[config.mk]
export PLATFORM = sky130hd
export DESIGN_NAME = obb_mac
export DESIGN_NICKNAME = d
export VERILOG_FILES = /design/src/obb_separating_axis_test_macros.svh /design/src/obb_pkg.sv /design/src/obb_mac.sv
export SDC_FILE = /design/constraint.sdc
export NUM_CORES = 2
export LEC_CHECK = 0
export BUFFER_PORTS_ARGS = -buffer_cell sky130_fd_sc_hd__clkbuf_2
export CORE_ASPECT_RATIO = 1.4
export CORE_UTILIZATION = 40
export CTS_CLUSTER_DIAMETER = 60
export DETAILED_ROUTE_END_ITERATION = 8
export GPL_TIMING_DRIVEN = 1
export PLACE_DENSITY = 0.57
export SLEW_MARGIN = 10
export SYNTH_ARGS = -nofsm -noshare
export SYNTH_HDL_FRONTEND = slang
export SYNTH_SLANG_ARGS = --single-unit
[constraint.sdc]
create_clock -name clk -period 4.89 [get_ports clk]
set_input_delay 0.7335 -clock clk [delete_from_list [all_inputs] [get_ports clk]]
set_output_delay 0.7335 -clock clk [all_outputs]
set_load 0.02 [all_outputs]
[src/obb_separating_axis_test_macros.svh]
// Assertion macros shared by the separating axis test RTL.
// Needs no other file; synthesis builds see empty bodies.
`ifndef OBB_SEPARATING_AXIS_TEST_MACROS_SVH
`define OBB_SEPARATING_AXIS_TEST_MACROS_SVH
`ifndef SYNTHESIS
`define OBB_ASSERT_IMPL(label, clk, rstn, ante, cons) \
    label: assert property (@(posedge clk) disable iff (!rstn) (ante) |-> (cons)) \
        else $error("obb assertion failed");
`define OBB_ASSERT_NEXT(label, clk, rstn, ante, cons) \
    label: assert property (@(posedge clk) disable iff (!rstn) (ante) |=> (cons)) \
        else $error("obb assertion failed");
`else
`define OBB_ASSERT_IMPL(label, clk, rstn, ante, cons)
`define OBB_ASSERT_NEXT(label, clk, rstn, ante, cons)
`endif
`endif

[src/obb_pkg.sv]
// Shared types and constants for the separating axis test.
// No dependencies.
`default_nettype none
package obb_pkg;
    localparam int DIGIT_W   = 16;
    localparam int FACE_AXES = 6;
    localparam int LAST_AXIS = 14;

    localparam logic OP_CORNER = 1'b0;
    localparam logic OP_NORMAL = 1'b1;

    typedef enum logic [3:0] {
        ST_IDLE,
        ST_AX_RD0,
        ST_AX_RD1,
        ST_AX_RD2,
        ST_CROSS,
        ST_CWAIT,
        ST_ZCHK,
        ST_CRD,
        ST_CLOAD,
        ST_DOT,
        ST_DWAIT,
        ST_EVAL1,
        ST_EVAL2
    } back_state_t;

    typedef struct packed {
        logic       wr_corner;
        logic       wr_normal;
        logic       box;
        logic [2:0] slot;
        logic       run;
    } cmd_ctl_t;

    typedef struct packed {
        logic valid;
        logic first;
        logic top;
        logic last;
    } mac_ctl_t;
endpackage
`default_nettype wire

[src/obb_mac.sv]
// Shared multiply-accumulate unit: one signed operand times one 16-bit digit
// per cycle, Horner accumulation over digits. Depends on obb_pkg.
`default_nettype none
module obb_mac #(
    parameter int COORD_WIDTH = 32,
    parameter int ACC_WIDTH   = 84
) (
    input  wire                             clk,
    input  wire                             rst_n,
    input  obb_pkg::mac_ctl_t               ctl,
    input  wire  signed [COORD_WIDTH-1:0]   a,
    input  wire  signed [obb_pkg::DIGIT_W:0] d,
    output logic signed [ACC_WIDTH-1:0]     acc,
    output logic                            done
);
    localparam int PW = COORD_WIDTH + obb_pkg::DIGIT_W + 1;

    logic signed [PW-1:0]        prod_reg;
    obb_pkg::mac_ctl_t           ctl_reg;
    logic signed [ACC_WIDTH-1:0] acc_reg;
    logic signed [ACC_WIDTH-1:0] base;
    logic                        done_reg;

    always_ff @(posedge clk)
    begin
        prod_reg <= a * d;
    end

    // Start a digit from zero on the top digit, else shift the partial sum up.
    assign base = ctl_reg.top ? '0 : (acc_reg <<< obb_pkg::DIGIT_W);

    always_ff @(posedge clk)
    begin
        if (ctl_reg.valid)
        begin
            if (ctl_reg.first)
                acc_reg <= base + ACC_WIDTH'(prod_reg);
            else
                acc_reg <= acc_reg + ACC_WIDTH'(prod_reg);
        end
    end

    always_ff @(posedge clk or negedge rst_n)
    begin
        if (!rst_n)
        begin
            ctl_reg  <= '0;
            done_reg <= 1'b0;
        end
        else
        begin
            ctl_reg  <= ctl;
            done_reg <= ctl_reg.valid && ctl_reg.last;
        end
    end

    assign acc  = acc_reg;
    assign done = done_reg;
endmodule
`default_nettype wire

Yosys cells after proc, flatten, opt, wreduce, memory -nomap -nowiden. Cells that the tools add are included.

Word-level logic and storage cells: 13. Bits in registers: 138. Output and inout bits: 85.

Add/subtract/negate cells: 2. Multiply operators: 1. Mux-type cells: 2. Reduce and logical (&&, ||, !) cells: 1.

Operators with widths (number): 84-bit by 49-bit adder with 84-bit output (2); 84-bit 2-to-1 mux (2); 32-bit by 17-bit multiplier with 49-bit output (1); 1-bit logical AND (1).

Logic depth before layout (Yosys ltp).
Depth after elaboration: 3. Gate-level depth with buffers: 26. Gate-level depth less buffers: 25.

Least setup slack after synthesis. No wires, ideal clock.

Path kind: input-to-reg. Start point: in d[2] in the netlist's numbering. End point: reg prod_reg[48]. Arrival time: 6370 ps. Data required time: 4767 ps. Buffers on the path: 1. Cell stages on the path: 22. Setup time: 123 ps. Slack: -1602 ps. Cell sequence: clkbuf_1 -> nand2_1 -> fa_1 -> fa_1 -> fa_1 -> inv_1 -> fa_1 -> fa_1 -> inv_1 -> fa_1 -> inv_1 -> ha_1 -> a21o_1 -> a21o_1 -> a2111oi_2 -> or4_1 -> nand3_1 -> a211o_1 -> a21oi_2 -> a21oi_2 -> a41oi_1 -> xnor2_1.

Cells in the longest elaborated chain, start to end: 1.

RTL lines: start: declaration (RTL line obb_mac.sv:12) `input wire signed [obb_pkg::DIGIT_W:0] d,`; 32-bit by 17-bit multiplier with 49-bit output (RTL line obb_mac.sv:26) `prod_reg <= a * d;`; end signal: assignment (RTL line obb_mac.sv:26); end: declaration (RTL line obb_mac.sv:18) `logic signed [PW-1:0] prod_reg;`.

Every way passes these cells. A chain may end at the register's enable or synchronous reset.

Final worst setup path.
Start point: in a[6]. End point: reg prod_reg[40].

Cells in the longest elaborated chain, start to end: 1.

RTL lines: start: declaration (RTL line obb_mac.sv:11) `input wire signed [COORD_WIDTH-1:0] a,`; 32-bit by 17-bit multiplier with 49-bit output (RTL line obb_mac.sv:26).

Every way passes these cells.

==> impl_metrics.json <==
{
  "die_height_um": 317.1,
  "dr.pass1.iters": 5,
  "yosys.cell_types.count": 87,
  "start_util_pct": 40.40,
  "io_buffers": 139,
  "grt_pass1_wl_um": 128200,
  "numCtsBuffers": 17,
  "min_period_ns": 6.195,
  "drc": 0,
  "finalCritPeriodShare_pct": 126.7,
  "ys_ff_latch": 138,
  "rsz0062_at_grt": "yes",
  "htreeDepth": 4,
  "seq_area_sq_um": 3633,
  "path_cells": "clkbuf_16, buf_12, buf_8, and2_4, fa_1, fa_1, fa_1, fa_1, fa_1, inv_1, fa_1, inv_2, ha_4, a21o_1, a21o_1, a2111oi_4, or4_4, nand3_4, a211o_1, a21oi_2, a21oi_4, buf_4, buf_6, xor2_1",
  "seq_area_frac_synth_pct": 12.79,
  "area_growth_syn_to_layout_pct": 21.72,
  "finalSetupViolations": 35,
  "final_cell_mix": "inv_1, fa_1, nand2_1",
  "end_kind": "flip-flop",
  "cp_top_family": "adder cells",
  "clockRootBuffer": "clkbuf_16",
  "synth_nets": 3973,
  "routed_wl_um": 79790,
  "ff2ff_path_depth": 16,
  "crit_buf_inv": 7,
  "drt_iter0_drc": 1017,
  "synth_edf_count": 84,
  "antenna_found_initial": 1,
  "startpoint_type": "input port",
  "clk_pin_slew_worst_paths_ns": 0.07,
  "n_antenna_cell": 0,
  "clockBufferDepth": 2,
  "ys_warn_count": 0,
  "slew_violations": 0,
  "critPathMostFrequentCell": "fa_1",
  "violations": "setup timing",
  "largest_reg_flops": 84,
  "place_area_sq_um": 32550,
  "max_stage_delay_ns": 0.57,
  "ioPinCount": 140,
  "fin_ws_ns": -1.305,
  "synth_area_leaders": "fa_1, edfxtp_1, ha_1",
  "outcome": "finished with violations",
  "ctsHoldBuffers": 0,
  "clock.fmax_ghz": 0.1614,
  "gp_congestion": 0.9340,
  "cts.sinks": 138,
  "hold_viol_final": 0,
  "cts_tree": "done",
  "fin_nets": 4346,
  "slew_headroom_pct": 37.13,
  "die_width_um": 227.1,
  "multi_input_area_sq_um": 22660,
  "synth_area_sq_um": 28360,
  "via_count": 22600,
  "grt_overflow": 0,
  "avgRoutedWirePerCell_um": 17.65,
  "grt_pass1_vias": 24370,
  "async_flop_share_pct": 3.623,
  "worstPathRequired_ns": 5.24,
  "r2r_slack_ns": 0.41,
  "postRouteAntennaNets": 0,
  "critical_path_class": "in2reg",
  "cp_max_fo": 6,
  "synth_top_area_share_pct": 36.84,
  "worst_pin_slew_ns": 0.9367,
  "core_area_sq_um": 70220,
  "postLayoutCellArea_sq_um": 34530,
  "cp_data_arrival_time_ns": 6.55,
  "r2r_end": "acc[80]$_DFFE_PP_",
  "grt_use_total_pct": 22.78,
  "rows": 115,
  "yosysTopAreaCell": "fa_1",
  "drive_gt1_share_pct": 19.95,
  "max_cap_viol_count": 0,
  "min_path_type": "in2async",
  "clock_skew_ns": 0.01347,
  "post-dp-hpwl_um": 67250,
  "synth_cells": 3198,
  "dieArea_sq_um": 72000,
  "avgSynthCellArea_sq_um": 8.870,
  "synth_ff_type": "edfxtp_1",
  "r2r_start": "ctl_reg[1]$_DFF_PN0_",
  "grt_start_max_net_pins": 59,
  "clock_latency_ns": 0.46,
  "fillers": 6830,
  "vias_per_cell": 5.000,
  "slowest_stage": "fa_1",
  "final_common_cell": "inv_1"
}
-- metal layers --
layer	wire length, um	GRT usage (%)	vias up	share of wire, %
met2	40830	41.87	479	51
li1	-	-	10730	-
met1	33740	28.05	11270	42
met3	2847	1.792	113	3.6
met5	11	0	-	0.014
met4	2356	7.306	2	3.0
-- what timing repair did --
action                     4_1_cts  5_1_grt
hold endpoints to repair         0        0
gates resized for setup        159       77
pin swaps                       94       68
setup buffers                   28       16
setup endpoints to repair       37       37
cloned                           7        1
-- area by class of cell --
class | count | area share (%)
sequential | 138 | 10.52
multi-input combinational | 2301 | 65.62
clock inverter | 15 | 0.5472
clock buffer | 17 | 1.232
tap | 936 | 3.392
timing repair buffer | 488 | 11.88
inverter | 625 | 6.809
-- worst register-to-register path: stages, from the launching register on --
cell and delay, ns:
dfrtp_1 0.42, nor2b_4 0.34, nand2_1 0.10, o21ai_0 0.15, ha_1 0.39, a21o_1 0.21, a211o_1 0.33, a211oi_1 0.25
nor2_1 0.16, o2111ai_1 0.49, a2bb2oi_1 0.17, buf_4 0.19, a31oi_1 0.35, o31ai_2 0.09, buf_4 0.17, a211oi_1 0.33
xnor2_1 0.10
-- synthesized netlist by cell type (all sizes together), types with 6 or more instances --
cell type and number:
nand2b 19, edfxtp 84, a211o 9, fa 522, o21a 11, and3 24
inv 624, nor4 10, clkbuf 125, xnor2 92, nand4 18, o21ai 151
nor3 15, nand3 23, a21o 53, ha 198, or3 8, a31oi 18
nor2b 34, a211oi 14, o21bai 29, nor2 99, xor2 39, nand2 429
o31ai 6, dfxtp 49, buf 8, o211ai 11, a21oi 146, and2 251
-- worst max-delay path by stage --
stage / from / to / slack [ns] / cells after the start
global route: a[6] / prod_reg[48]$_DFF_P_ / -1.47 / 24
finish: a[6] / prod_reg[40]$_DFF_P_ / -1.30 / 24
detailed placement: d[5] / prod_reg[48]$_DFF_P_ / -2.04 / 22
floorplan: d[5] / prod_reg[45]$_DFF_P_ / -1.39 / 23
CTS: a[13] / prod_reg[47]$_DFF_P_ / -1.26 / 24
global placement: d[5] / prod_reg[48]$_DFF_P_ / -1.97 / 24
-- stage by stage --
stage                     worst slack [ns]  cells  hold WS (ns)  utilization [%]  TNS (ns)
final                               -1.305   4520       0.08467            49.17    -30.36
after global routing                -1.467   4520       0.08588            49.17    -36.66
after CTS                           -1.260   4509       0.07280            48.66    -29.97
after detailed placement            -2.036   4446        0.4377            46.36    -55.09
after global placement              -1.974   4446        0.4341            46.36    -54.35
after floorplan                     -1.391   3198        0.4277                -    -30.75
-- kinds of logic after synthesis --
kind of cell             share of synthesized area [%]
adder cells (fa/ha/maj)                          45.58
flip-flops                                       12.79
AND/OR/NAND/NOR                                  16.34
AO/OA/AOI/OAI                                    11.15
buffers and inverters                            10.09
XOR/XNOR                                         4.045
Power is not shown: default switching activity piles up to over one toggle a cycle in this logic, so the estimate is an artifact.
